`src/rtl/core/mcor_pkg.sv`:
```
// ----------------------------------------------------------------------------
// mcor_pkg: shared types for the midpoint circle outline raster core
// Item, queue entry, configuration and result types, codes and the octant
// ordering used when points are expanded.
// ----------------------------------------------------------------------------
package mcor_pkg;

  // default point coordinate width
  localparam int unsigned COORD_BITS_DEF = 16;
  // depth of the queue between front and back
  localparam int unsigned QUEUE_DEPTH = 2;
  // points per iteration step
  localparam int unsigned NUM_OCTANTS = 8;

  // input item kinds
  typedef enum logic {
    OP_START = 1'b0,
    OP_STEP  = 1'b1
  } op_e;

  // configuration register indexes
  typedef enum logic [2:0] {
    CFG_SCREEN_WIDTH  = 3'd0,
    CFG_SCREEN_HEIGHT = 3'd1,
    CFG_AREA_LEFT     = 3'd2,
    CFG_AREA_RIGHT    = 3'd3,
    CFG_AREA_TOP      = 3'd4,
    CFG_AREA_BOTTOM   = 3'd5,
    CFG_ORIENTATION   = 3'd6
  } cfg_idx_e;

  // display orientation codes
  typedef enum logic [1:0] {
    ORIENT_NORMAL       = 2'd0,
    ORIENT_ROTATE_LEFT  = 2'd1,
    ORIENT_ROTATE_RIGHT = 2'd2,
    ORIENT_UPSIDE_DOWN  = 2'd3
  } orient_e;

  // configuration register set
  typedef struct packed {
    logic [14:0] screen_width;
    logic [14:0] screen_height;
    logic [15:0] area_left;
    logic [15:0] area_right;
    logic [15:0] area_top;
    logic [15:0] area_bottom;
    orient_e     orientation;
  } cfg_t;

  // one accepted input item
  typedef struct packed {
    op_e         op;
    logic [15:0] center_x;
    logic [15:0] center_y;
    logic [14:0] radius;
    logic [15:0] color;
  } in_item_t;

  // work handed from front to back: either eight points or the finished marker
  typedef struct packed {
    logic        finished;
    logic [15:0] cx;
    logic [15:0] cy;
    logic [15:0] ox;
    logic [15:0] oy;
    logic [15:0] color;
  } job_t;

  // one result item
  typedef struct packed {
    logic        visible;
    logic [15:0] panel_x;
    logic [15:0] panel_y;
    logic [15:0] pixel_color;
    logic        last;
    logic        finished;
  } result_t;

  // octant point shape: swap offsets, negate x term, negate y term
  typedef struct packed {
    logic swap;
    logic neg_x;
    logic neg_y;
  } octant_t;

  // octant order: (+x,+y) (+y,+x) (-y,+x) (-x,+y) (-x,-y) (-y,-x) (+y,-x) (+x,-y)
  function automatic octant_t octant_shape(logic [2:0] k);
    octant_t s;
    case (k)
      3'd0:    s = '{swap: 1'b0, neg_x: 1'b0, neg_y: 1'b0};
      3'd1:    s = '{swap: 1'b1, neg_x: 1'b0, neg_y: 1'b0};
      3'd2:    s = '{swap: 1'b1, neg_x: 1'b1, neg_y: 1'b0};
      3'd3:    s = '{swap: 1'b0, neg_x: 1'b1, neg_y: 1'b0};
      3'd4:    s = '{swap: 1'b0, neg_x: 1'b1, neg_y: 1'b1};
      3'd5:    s = '{swap: 1'b1, neg_x: 1'b1, neg_y: 1'b1};
      3'd6:    s = '{swap: 1'b1, neg_x: 1'b0, neg_y: 1'b1};
      default: s = '{swap: 1'b0, neg_x: 1'b0, neg_y: 1'b1};
    endcase
    return s;
  endfunction

endpackage

```
`src/rtl/core/mcor_front.sv`:
```
// ----------------------------------------------------------------------------
// mcor_front: item intake and midpoint iteration
// Takes start and step items, keeps the circle state, advances the midpoint
// iteration once per step and queues a job for the point expander.
// ----------------------------------------------------------------------------
module mcor_front (
  input  logic              clk_i,
  input  logic              rst_ni,
  input  logic              in_valid_i,
  output logic              in_ready_o,
  input  mcor_pkg::in_item_t in_item_i,
  input  logic              queue_full_i,
  output logic              push_o,
  output mcor_pkg::job_t    job_o
);

  logic [15:0] cx_q, cx_d, cy_q, cy_d;
  logic [15:0] x_q, x_d, y_q, y_d, e_q, e_d;
  logic [15:0] color_q, color_d;
  logic        active_q, active_d;

  logic        accept;
  logic        is_step;
  logic        done_now;
  logic [15:0] y1, e1, x1, e2, x_n, e_n;
  logic [16:0] diff;
  logic        dec_x;

  assign in_ready_o = !queue_full_i;
  assign accept     = in_valid_i && in_ready_o;
  assign is_step    = (in_item_i.op == mcor_pkg::OP_STEP);
  assign done_now   = !active_q || ($signed(x_q) < $signed(y_q));

  // one midpoint update, all 16 bit wrapping
  always_comb begin
    y1    = y_q + 16'd1;
    e1    = e_q + 16'd1 + {y1[14:0], 1'b0};
    diff  = {e1[15], e1} - {x_q[15], x_q};
    // 2*(e-x)+1 > 0 exactly when e-x >= 0
    dec_x = !diff[16];
    x1    = x_q - 16'd1;
    e2    = e1 + 16'd1 - {x1[14:0], 1'b0};
    x_n   = dec_x ? x1 : x_q;
    e_n   = dec_x ? e2 : e1;
  end

  // next circle state
  always_comb begin
    cx_d     = cx_q;
    cy_d     = cy_q;
    x_d      = x_q;
    y_d      = y_q;
    e_d      = e_q;
    color_d  = color_q;
    active_d = active_q;
    if (accept) begin
      if (!is_step) begin
        cx_d     = in_item_i.center_x;
        cy_d     = in_item_i.center_y;
        x_d      = {1'b0, in_item_i.radius};
        y_d      = '0;
        e_d      = '0;
        color_d  = in_item_i.color;
        active_d = 1'b1;
      end else if (done_now) begin
        active_d = 1'b0;
      end else begin
        x_d      = x_n;
        y_d      = y1;
        e_d      = e_n;
        active_d = !($signed(x_n) < $signed(y1));
      end
    end
  end

  // job for the back end
  assign push_o         = accept && is_step;
  assign job_o.finished = done_now;
  assign job_o.cx       = cx_q;
  assign job_o.cy       = cy_q;
  assign job_o.ox       = x_q;
  assign job_o.oy       = y_q;
  assign job_o.color    = color_q;

  // circle state registers
  always_ff @(posedge clk_i or negedge rst_ni) begin
    if (!rst_ni) begin
      cx_q     <= '0;
      cy_q     <= '0;
      x_q      <= '0;
      y_q      <= '0;
      e_q      <= '0;
      color_q  <= '0;
      active_q <= 1'b0;
    end else begin
      cx_q     <= cx_d;
      cy_q     <= cy_d;
      x_q      <= x_d;
      y_q      <= y_d;
      e_q      <= e_d;
      color_q  <= color_d;
      active_q <= active_d;
    end
  end

endmodule

```
`src/rtl/core/mcor_queue.sv`:
```
// ----------------------------------------------------------------------------
// mcor_queue: job queue between front and back
// Small first-in first-out buffer so that intake and point expansion stall
// independently.
// ----------------------------------------------------------------------------
module mcor_queue #(
  parameter int unsigned Depth = mcor_pkg::QUEUE_DEPTH
) (
  input  logic           clk_i,
  input  logic           rst_ni,
  input  logic           push_i,
  input  mcor_pkg::job_t push_data_i,
  output logic           full_o,
  input  logic           pop_i,
  output mcor_pkg::job_t pop_data_o,
  output logic           empty_o
);

  localparam int unsigned PtrW = (Depth > 1) ? $clog2(Depth) : 1;
  localparam int unsigned CntW = $clog2(Depth + 1);

  mcor_pkg::job_t mem_q [Depth];
  logic [PtrW-1:0] wr_ptr_q, wr_ptr_d, rd_ptr_q, rd_ptr_d;
  logic [CntW-1:0] count_q, count_d;

  assign full_o     = (count_q == CntW'(Depth));
  assign empty_o    = (count_q == '0);
  assign pop_data_o = mem_q[rd_ptr_q];

  // pointer and fill count update
  always_comb begin
    wr_ptr_d = wr_ptr_q;
    rd_ptr_d = rd_ptr_q;
    count_d  = count_q;
    if (push_i) begin
      wr_ptr_d = (wr_ptr_q == PtrW'(Depth - 1)) ? '0 : wr_ptr_q + PtrW'(1);
    end
    if (pop_i) begin
      rd_ptr_d = (rd_ptr_q == PtrW'(Depth - 1)) ? '0 : rd_ptr_q + PtrW'(1);
    end
    if (push_i && !pop_i) begin
      count_d = count_q + CntW'(1);
    end else if (!push_i && pop_i) begin
      count_d = count_q - CntW'(1);
    end
  end

  always_ff @(posedge clk_i or negedge rst_ni) begin
    if (!rst_ni) begin
      wr_ptr_q <= '0;
      rd_ptr_q <= '0;
      count_q  <= '0;
    end else begin
      wr_ptr_q <= wr_ptr_d;
      rd_ptr_q <= rd_ptr_d;
      count_q  <= count_d;
    end
  end

  // entry storage
  always_ff @(posedge clk_i) begin
    if (push_i) begin
      mem_q[wr_ptr_q] <= push_data_i;
    end
  end

`ifndef SYNTHESIS
  a_no_push_when_full: assert property (@(posedge clk_i) disable iff (!rst_ni)
    full_o && !pop_i |-> !push_i)
    else $error("queue written while full");
  a_no_pop_when_empty: assert property (@(posedge clk_i) disable iff (!rst_ni)
    empty_o |-> !pop_i)
    else $error("queue read while empty");
`endif

endmodule

```
`src/rtl/core/mcor_back.sv`:
```
// ----------------------------------------------------------------------------
// mcor_back: point expander, clipping and orientation mapping
// Turns each job into its eight octant points, or one finished result,
// one per cycle unless the output stalls; clips them against screen and
// draw area, maps them to panel addresses and holds the result in an
// output register.
module mcor_back #(
  parameter int unsigned CoordBits = mcor_pkg::COORD_BITS_DEF
) (
  input  logic              clk_i,
  input  logic              rst_ni,
  input  mcor_pkg::cfg_t    cfg_i,
  input  logic              queue_empty_i,
  input  mcor_pkg::job_t    job_i,
  output logic              pop_o,
  output logic              out_valid_o,
  input  logic              out_ready_i,
  output mcor_pkg::result_t out_o
);

  mcor_pkg::job_t    cur_q;
  logic              cur_valid_q, cur_valid_d;
  logic [2:0]        k_q, k_d;
  mcor_pkg::result_t res_q, res_d;
  logic              res_valid_q, res_valid_d;

  logic              advance;
  logic              cur_last;
  mcor_pkg::octant_t shape;
  logic [15:0]       off_a, off_b, sum_x, sum_y;
  logic [CoordBits-1:0] px, py, map_x, map_y;
  logic signed [16:0] pxe, pye;
  logic              vis;
  logic [15:0]       w_minus_x, w_minus_y, h_minus_x, h_minus_y;

  assign advance  = !res_valid_q || out_ready_i;
  assign cur_last = cur_q.finished || (k_q == 3'(mcor_pkg::NUM_OCTANTS - 1));
  assign pop_o    = !queue_empty_i && (!cur_valid_q || (advance && cur_last));

  // octant point coordinates, wrapped to the coordinate width
  always_comb begin
    shape = mcor_pkg::octant_shape(k_q);
    off_a = shape.swap ? cur_q.oy : cur_q.ox;
    off_b = shape.swap ? cur_q.ox : cur_q.oy;
    sum_x = shape.neg_x ? cur_q.cx - off_a : cur_q.cx + off_a;
    sum_y = shape.neg_y ? cur_q.cy - off_b : cur_q.cy + off_b;
    px    = sum_x[CoordBits-1:0];
    py    = sum_y[CoordBits-1:0];
    pxe   = 17'($signed(px));
    pye   = 17'($signed(py));
  end

  // screen and draw area clipping
  always_comb begin
    vis = 1'b1;
    if (pxe > $signed({2'b00, cfg_i.screen_width}) ||
        pxe < 17'($signed(cfg_i.area_left)) ||
        pxe > 17'($signed(cfg_i.area_right))) begin
      vis = 1'b0;
    end
    if (pye > $signed({2'b00, cfg_i.screen_height}) ||
        pye < 17'($signed(cfg_i.area_top)) ||
        pye > 17'($signed(cfg_i.area_bottom))) begin
      vis = 1'b0;
    end
  end

  // orientation mapping, modulo the coordinate width
  always_comb begin
    w_minus_x = {1'b0, cfg_i.screen_width} - 16'($signed(px));
    w_minus_y = {1'b0, cfg_i.screen_width} - 16'($signed(py));
    h_minus_x = {1'b0, cfg_i.screen_height} - 16'($signed(px));
    h_minus_y = {1'b0, cfg_i.screen_height} - 16'($signed(py));
    case (cfg_i.orientation)
      mcor_pkg::ORIENT_ROTATE_LEFT: begin
        map_x = py;
        map_y = h_minus_x[CoordBits-1:0];
      end
      mcor_pkg::ORIENT_ROTATE_RIGHT: begin
        map_x = w_minus_y[CoordBits-1:0];
        map_y = px;
      end
      mcor_pkg::ORIENT_UPSIDE_DOWN: begin
        map_x = w_minus_x[CoordBits-1:0];
        map_y = h_minus_y[CoordBits-1:0];
      end
      default: begin
        map_x = px;
        map_y = py;
      end
    endcase
  end

  // next result and sequencing
  always_comb begin
    res_d       = res_q;
    res_valid_d = res_valid_q;
    cur_valid_d = cur_valid_q;
    k_d         = k_q;
    if (advance) begin
      res_valid_d = cur_valid_q;
      if (cur_valid_q) begin
        if (cur_q.finished) begin
          res_d = '{visible: 1'b0, panel_x: '0, panel_y: '0, pixel_color: '0,
                    last: 1'b1, finished: 1'b1};
        end else begin
          res_d = '{visible: vis, panel_x: 16'(map_x), panel_y: 16'(map_y),
                    pixel_color: cur_q.color, last: cur_last, finished: 1'b0};
        end
        if (cur_last) begin
          cur_valid_d = 1'b0;
          k_d         = '0;
        end else begin
          k_d = k_q + 3'd1;
        end
      end
    end
    if (pop_o) begin
      cur_valid_d = 1'b1;
      k_d         = '0;
    end
  end

  always_ff @(posedge clk_i or negedge rst_ni) begin
    if (!rst_ni) begin
      cur_valid_q <= 1'b0;
      k_q         <= '0;
      res_valid_q <= 1'b0;
    end else begin
      cur_valid_q <= cur_valid_d;
      k_q         <= k_d;
      res_valid_q <= res_valid_d;
    end
  end

  // payload registers
  always_ff @(posedge clk_i) begin
    res_q <= res_d;
    if (pop_o) begin
      cur_q <= job_i;
    end
  end

  assign out_valid_o = res_valid_q;
  assign out_o       = res_q;

`ifndef SYNTHESIS
  a_idle_count_zero: assert property (@(posedge clk_i) disable iff (!rst_ni)
    !cur_valid_q |-> (k_q == 3'd0))
    else $error("octant counter running without a job");
  a_finished_is_last: assert property (@(posedge clk_i) disable iff (!rst_ni)
    res_valid_q && res_q.finished |-> res_q.last && !res_q.visible)
    else $error("finished result not marked last");
  a_stall_holds: assert property (@(posedge clk_i) disable iff (!rst_ni)
    res_valid_q && !out_ready_i |=> res_valid_q && $stable(res_q))
    else $error("stalled result changed");
`endif

endmodule

```
`src/rtl/core/midpoint_circle_outline_raster_core.sv`:
```
// ----------------------------------------------------------------------------
// midpoint_circle_outline_raster_core: midpoint circle outline rasteriser
// Top level: configuration registers, item intake, job queue and point
// expander.
// ----------------------------------------------------------------------------
// Usage
//   s_axis carries items: tuser is the kind (start or step); a start loads
//   centre, radius and colour and produces nothing, a step produces eight
//   octant points, or one finished result once the circle is complete or
//   when no circle was started.
//   m_axis carries points: tlast marks the final result of a step, tuser
//   holds the visible and finished flags.
//   cfg writes (always ready) set screen size, draw area and orientation;
//   write them only while no work is in flight.
// Timing
//   a step's first point passes the job queue and current-job register to
//   the output register, then one point per cycle unless the output stalls,
//   eight per step from the single point expander; a finished job gives one
//   result. The queue holds two steps, so intake runs while points drain.
// Reset
//   clears configuration to zero and drops any circle in progress.
// Stalls
//   while m_axis_tready is low the held result stays stable; once the queue
//   fills, s_axis_tready drops until the expander frees an entry.
// ----------------------------------------------------------------------------
module midpoint_circle_outline_raster_core #(
  parameter int unsigned COORD_BITS = mcor_pkg::COORD_BITS_DEF
) (
  input  logic        clk_i,
  input  logic        rst_ni,
  // input items
  input  logic        s_axis_tvalid,
  output logic        s_axis_tready,
  // [15:0] center_x, [31:16] center_y, [46:32] radius, [62:47] color
  input  logic [63:0] s_axis_tdata,
  // [0] op
  input  logic        s_axis_tuser,
  // result points
  output logic        m_axis_tvalid,
  input  logic        m_axis_tready,
  // [15:0] panel_x, [31:16] panel_y, [47:32] pixel_color
  output logic [47:0] m_axis_tdata,
  // [0] visible, [1] finished
  output logic [1:0]  m_axis_tuser,
  output logic        m_axis_tlast,
  // configuration writes
  input  logic        cfg_valid_i,
  output logic        cfg_ready_o,
  input  logic [2:0]  cfg_index_i,
  input  logic [15:0] cfg_data_i
);

  mcor_pkg::cfg_t    cfg_q;
  mcor_pkg::in_item_t item;
  mcor_pkg::job_t    push_job, pop_job;
  mcor_pkg::result_t res;
  logic              push, pop, q_full, q_empty;

  // configuration registers
  assign cfg_ready_o = 1'b1;

  always_ff @(posedge clk_i or negedge rst_ni) begin
    if (!rst_ni) begin
      cfg_q <= '{screen_width: '0, screen_height: '0, area_left: '0,
                 area_right: '0, area_top: '0, area_bottom: '0,
                 orientation: mcor_pkg::ORIENT_NORMAL};
    end else if (cfg_valid_i && cfg_ready_o) begin
      case (mcor_pkg::cfg_idx_e'(cfg_index_i))
        mcor_pkg::CFG_SCREEN_WIDTH:  cfg_q.screen_width  <= cfg_data_i[14:0];
        mcor_pkg::CFG_SCREEN_HEIGHT: cfg_q.screen_height <= cfg_data_i[14:0];
        mcor_pkg::CFG_AREA_LEFT:     cfg_q.area_left     <= cfg_data_i;
        mcor_pkg::CFG_AREA_RIGHT:    cfg_q.area_right    <= cfg_data_i;
        mcor_pkg::CFG_AREA_TOP:      cfg_q.area_top      <= cfg_data_i;
        mcor_pkg::CFG_AREA_BOTTOM:   cfg_q.area_bottom   <= cfg_data_i;
        mcor_pkg::CFG_ORIENTATION:
          cfg_q.orientation <= mcor_pkg::orient_e'(cfg_data_i[1:0]);
        default: ;
      endcase
    end
  end

  // unpack the input item
  assign item.op       = mcor_pkg::op_e'(s_axis_tuser);
  assign item.center_x = s_axis_tdata[15:0];
  assign item.center_y = s_axis_tdata[31:16];
  assign item.radius   = s_axis_tdata[46:32];
  assign item.color    = s_axis_tdata[62:47];

  mcor_front u_front (
    .clk_i        (clk_i),
    .rst_ni       (rst_ni),
    .in_valid_i   (s_axis_tvalid),
    .in_ready_o   (s_axis_tready),
    .in_item_i    (item),
    .queue_full_i (q_full),
    .push_o       (push),
    .job_o        (push_job)
  );

  mcor_queue #(
    .Depth (mcor_pkg::QUEUE_DEPTH)
  ) u_queue (
    .clk_i       (clk_i),
    .rst_ni      (rst_ni),
    .push_i      (push),
    .push_data_i (push_job),
    .full_o      (q_full),
    .pop_i       (pop),
    .pop_data_o  (pop_job),
    .empty_o     (q_empty)
  );

  mcor_back #(
    .CoordBits (COORD_BITS)
  ) u_back (
    .clk_i         (clk_i),
    .rst_ni        (rst_ni),
    .cfg_i         (cfg_q),
    .queue_empty_i (q_empty),
    .job_i         (pop_job),
    .pop_o         (pop),
    .out_valid_o   (m_axis_tvalid),
    .out_ready_i   (m_axis_tready),
    .out_o         (res)
  );

  // pack the result
  assign m_axis_tdata = {res.pixel_color, res.panel_y, res.panel_x};
  assign m_axis_tuser = {res.finished, res.visible};
  assign m_axis_tlast = res.last;

endmodule

```
`config.mk`:
```
export PLATFORM = sky130hd
export DESIGN_NAME = midpoint_circle_outline_raster_core
export DESIGN_NICKNAME = d
export VERILOG_FILES = /design/src/rtl/core/mcor_pkg.sv /design/src/rtl/core/mcor_front.sv /design/src/rtl/core/mcor_queue.sv /design/src/rtl/core/mcor_back.sv /design/src/rtl/core/midpoint_circle_outline_raster_core.sv
export SDC_FILE = /design/constraint.sdc
export NUM_CORES = 1
export LEC_CHECK = 0
export BUFFER_PORTS_ARGS = -buffer_cell sky130_fd_sc_hd__buf_2
export CORE_MARGIN = 3
export CORE_UTILIZATION = 55
export CTS_CLUSTER_DIAMETER = 120
export CTS_CLUSTER_SIZE = 12
export DETAILED_ROUTE_END_ITERATION = 7
export PLACE_DENSITY = 0.78
export SLEW_MARGIN = 25
export SYNTH_ARGS = -nofsm -noshare
export SYNTH_HDL_FRONTEND = slang
export SYNTH_SLANG_ARGS = --single-unit
```
`constraint.sdc`:
```
create_clock -name clk_i -period 20.5 [get_ports clk_i]
set_input_delay 4.1 -clock clk_i [delete_from_list [all_inputs] [get_ports clk_i]]
set_output_delay 4.1 -clock clk_i [all_outputs]
set_load 0.03 [all_outputs]
```
==> results.sh <==
export IMPL_netlist_top_cell_by_area="sky130_fd_sc_hd__edfxtp_1"
export IMPL_timing_critical_path_to_type="flop"
export IMPL_report_final_slew_viol_count=0
export IMPL_drtIter0Drc=1668
export IMPL_setup_violations=0
export IMPL_crit_path_max_fanout=15
export IMPL_grt_antenna_before_repair=1
export IMPL_synthesized_area_fraction_occupied_by_adder_cells_pct=11.6
export IMPL_grt_pass1_wl_um=108000
export IMPL_place_detailed_instances=3277
export IMPL_postLayoutSetupSlackWorst_ns=13.07
export IMPL_synth_simple_gate_area_share_pct=9.30
export IMPL_cts_htree_levels=2
export IMPL_cts_tree="yes"
export IMPL_clk_pin_slew_ns=0.07
export IMPL_synth_most_common_cell="sky130_fd_sc_hd__edfxtp_1"
export IMPL_pre_cts_ws_ns=12.84
export IMPL_stdcell_count=3362
export IMPL_compound_gate_fraction_of_synth_area_pct=11.9
export IMPL_synth_edf_count=294
export IMPL_clock_root_buffer="sky130_fd_sc_hd__clkbuf_16"
export IMPL_drt_drc_violations_left=0
export IMPL_io_buffer_count=140
export IMPL_holdCritPathClass="flop to flop"
export IMPL_async_reset_ff_share_pct=40.7
export IMPL_track_usage_pct=25.5
export IMPL_routed_wire_length_per_instance_um=20.5
export IMPL_grt_setup_unrepaired="false"
export IMPL_finalCoreUtilization_pct=62.1
export IMPL_cell_count_of_the_worst_reg_to_reg_path=28
export IMPL_ios=143
export IMPL_cts_buffers=47
export IMPL_via_count=20103
export IMPL_synth_yosys_seq_area_share_pct=49.0
export IMPL_max_slew_worst_pin_slew_ns=0.976
export IMPL_post_cts_hold_buffer_count=0
export IMPL_via_per_inst=5.98
export IMPL_yosys_synthesis_warning_count=0
export IMPL_detail_route_first_pass_iterations=5
export IMPL_reg2reg_slack_ns=13.07
export IMPL_die_height_um=233
export IMPL_run_status="finished, final reports clean"
export IMPL_syn_mean_instance_area_um2=11.3
export IMPL_first_global_vias=20057
export IMPL_cp_buffers_inverters=2
export IMPL_cp_startpoint="u_front.y_q[0]"
export IMPL_yosysUniqueCellTypes=77
export IMPL_drtAntennaViolNets=0
export IMPL_synth_top_family_by_area="compound AO/OA/AOI/OAI gates"
export IMPL_postCtsSetupRepairBufs=0
export IMPL_synth_ff_latch_count=496
export IMPL_post_route_cells_drive_above_1_share_pct=16.3
export IMPL_placeableCoreArea_um2=50500
export IMPL_clk_latency_ns=0.60
export IMPL_crit_path_start_kind="flop"
export IMPL_skew_ns=0.0335
export IMPL_post_dp_hpwl_um=49400
export IMPL_synth_mux_area_fraction_pct=9.62
export IMPL_final_hold_violation_count=0
export IMPL_cp_slowest_cell="sky130_fd_sc_hd__a2111oi_0"
export IMPL_flow_area_growth_from_synthesis_pct=10.7
export IMPL_synth_flop_cell="sky130_fd_sc_hd__edfxtp_1"
export IMPL_die_area_um2=54200
export IMPL_clock_sinks=496
export IMPL_post_synth_most_frequent_cells="294 x sky130_fd_sc_hd__edfxtp_1, 253 x sky130_fd_sc_hd__ha_1, 202 x sky130_fd_sc_hd__dfrtp_1"
export IMPL_worst_path_largest_cell_delay_ns=0.61
export IMPL_rr_startpoint="u_front.y_q[0]"
export IMPL_crit_cells=28
export IMPL_dominant_cell_type_by_count_on_the_critical_path="sky130_fd_sc_hd__a21o_1"
export IMPL_path_delay_family="compound AO/OA/AOI/OAI gates"
export IMPL_synth_xor_area_share_pct=4.97
export IMPL_postSynthCellCount=2502
export IMPL_achievable_frequency_ghz=0.135
export IMPL_final_nets=3003
export IMPL_cts_resized=0
export IMPL_routed_wirelength_um=68800
export IMPL_synth_fp_nets=2850
export IMPL_initial_utilization_pct=56.1
export IMPL_synth_largest_type_area_fraction_pct=31.2
export IMPL_clock_tree_buffer_depth=3
export IMPL_worst_endpoint_required_ns=20.92
export IMPL_maxSlewHeadroom_pct=34.5
export IMPL_die_width_um=233
export IMPL_post_synth_instance_area_um2=28300
export IMPL_cp_data_arrival_time_ns=7.85
export IMPL_gp_congestion=0.963
export IMPL_min_delay_path_depth=0
export IMPL_maxCapViolCount=0
export IMPL_path_class="flop to flop"
export IMPL_worstHoldStart="u_front.cy_q[12]"
export IMPL_timing_final_crit_share_pct=36.2
export IMPL_gr_total_overflow=0
export IMPL_rows=82
export IMPL_setup_tns_final_ns=0
export IMPL_period_needed_ns=7.43
export IMPL_synth_area_top_cells="sky130_fd_sc_hd__edfxtp_1 31%, sky130_fd_sc_hd__dfrtp_1 18%, sky130_fd_sc_hd__ha_1 11%"
export IMPL_maximum_number_of_pins_on_one_net_before_global_route_repair=92
-- stage by stage --
| stage | instance area, um2 | hold WS [ns] |
|---|---|---|
| 3_5_place_dp | 30000 | 0.454 |
| 4_1_cts | 31300 | 0.457 |
| 6_report | 31300 | 0.456 |
| 3_3_place_gp | 30000 | 0.445 |
| 5_1_grt | 31300 | 0.475 |
| 2_1_floorplan | 28300 | 0.424 |
-- layout by cell type (no fill, tap or decap), types with 7 or more instances in the layout --
cell | synthesis | routed
sky130_fd_sc_hd__a2111oi_0 | 8 | 7
sky130_fd_sc_hd__a211o_1 | 8 | 8
sky130_fd_sc_hd__a211oi_1 | 40 | 40
sky130_fd_sc_hd__a21o_1 | 50 | 50
sky130_fd_sc_hd__a21oi_1 | 118 | 118
sky130_fd_sc_hd__a221oi_1 | 9 | 9
sky130_fd_sc_hd__a31oi_1 | 14 | 14
sky130_fd_sc_hd__a41oi_1 | 7 | 7
sky130_fd_sc_hd__and2_1 | 10 | 10
sky130_fd_sc_hd__and3_1 | 10 | 9
sky130_fd_sc_hd__and4_1 | 8 | 8
sky130_fd_sc_hd__buf_2 | 0 | 139
sky130_fd_sc_hd__buf_4 | 1 | 42
sky130_fd_sc_hd__clkbuf_1 | 71 | 33
sky130_fd_sc_hd__clkbuf_16 | 0 | 47
sky130_fd_sc_hd__dfrtp_1 | 202 | 201
sky130_fd_sc_hd__edfxtp_1 | 294 | 294
sky130_fd_sc_hd__ha_1 | 253 | 253
sky130_fd_sc_hd__inv_1 | 178 | 177
sky130_fd_sc_hd__mux2_2 | 171 | 171
sky130_fd_sc_hd__mux2i_1 | 73 | 73
sky130_fd_sc_hd__nand2_1 | 194 | 194
sky130_fd_sc_hd__nand2b_1 | 25 | 25
sky130_fd_sc_hd__nand3_1 | 26 | 26
sky130_fd_sc_hd__nand4_1 | 24 | 24
sky130_fd_sc_hd__nor2_1 | 115 | 112
sky130_fd_sc_hd__nor2b_1 | 42 | 41
sky130_fd_sc_hd__nor3_1 | 49 | 46
sky130_fd_sc_hd__nor4_1 | 14 | 14
sky130_fd_sc_hd__o211ai_1 | 7 | 7
sky130_fd_sc_hd__o21a_1 | 31 | 31
sky130_fd_sc_hd__o21ai_0 | 146 | 146
sky130_fd_sc_hd__o21ai_1 | 8 | 7
sky130_fd_sc_hd__o31ai_1 | 17 | 17
sky130_fd_sc_hd__or3_1 | 11 | 11
sky130_fd_sc_hd__xnor2_1 | 109 | 109
sky130_fd_sc_hd__xor2_1 | 49 | 49
-- state kept, by name, indices dropped and copies added (netlist names), 2 cells and up --
| register | cells |
|---|---|
| cfg_q | 96 |
| u_back.cur_q | 81 |
| u_back.k_q | 3 |
| u_back.out_o | 51 |
| u_front.color_q | 16 |
| u_front.cx_q | 16 |
| u_front.cy_q | 16 |
| u_front.e_q | 16 |
| u_front.x_q | 16 |
| u_front.y_q | 16 |
| u_queue.count_q | 2 |
| u_queue.mem_q | 162 |
-- cell type report --
cell class              instances  area (um2)
diodes                          1        2.50
clock buffers                  80        1300
clock inverters                 3        37.5
fillers                      3959       19100
inverters                     182         684
multi-input cells            1743       13500
flip-flops and latches        496       13900
well taps                     672         841
repair buffers                185        1070
-- cells by family after synthesis --
group,after synthesis
simple gates,550
other cells,1
mux,247
flops,496
compound gates,527
xor+xnor,159
fa+ha+maj,259
buf+inv,263
-- layer usage --
layer  vias up  routed length, um  GRT usage, %  share of wire [%]
met4         0               2450          9.01                3.6
li1       9419                  -             -                  -
met1      9914              29200          34.0                 42
met3       151               3810          3.10                5.5
met5         -                  0             0                  0
met2       619              33400          43.0                 48
-- path summary, 6_finish.rpt --
path | end
setup / recovery | u_front.active_q
hold / removal | u_queue.mem_q[1][60]
setup reg to reg | u_front.active_q
hold reg to reg | u_queue.mem_q[1][60]
max in group asynchronous | cfg_q[75]
min in group asynchronous | u_front.cx_q[5]
Power is left out: the tool's default activity adds up to more than one toggle a clock period on the data nets, which glitch-free logic cannot reach.
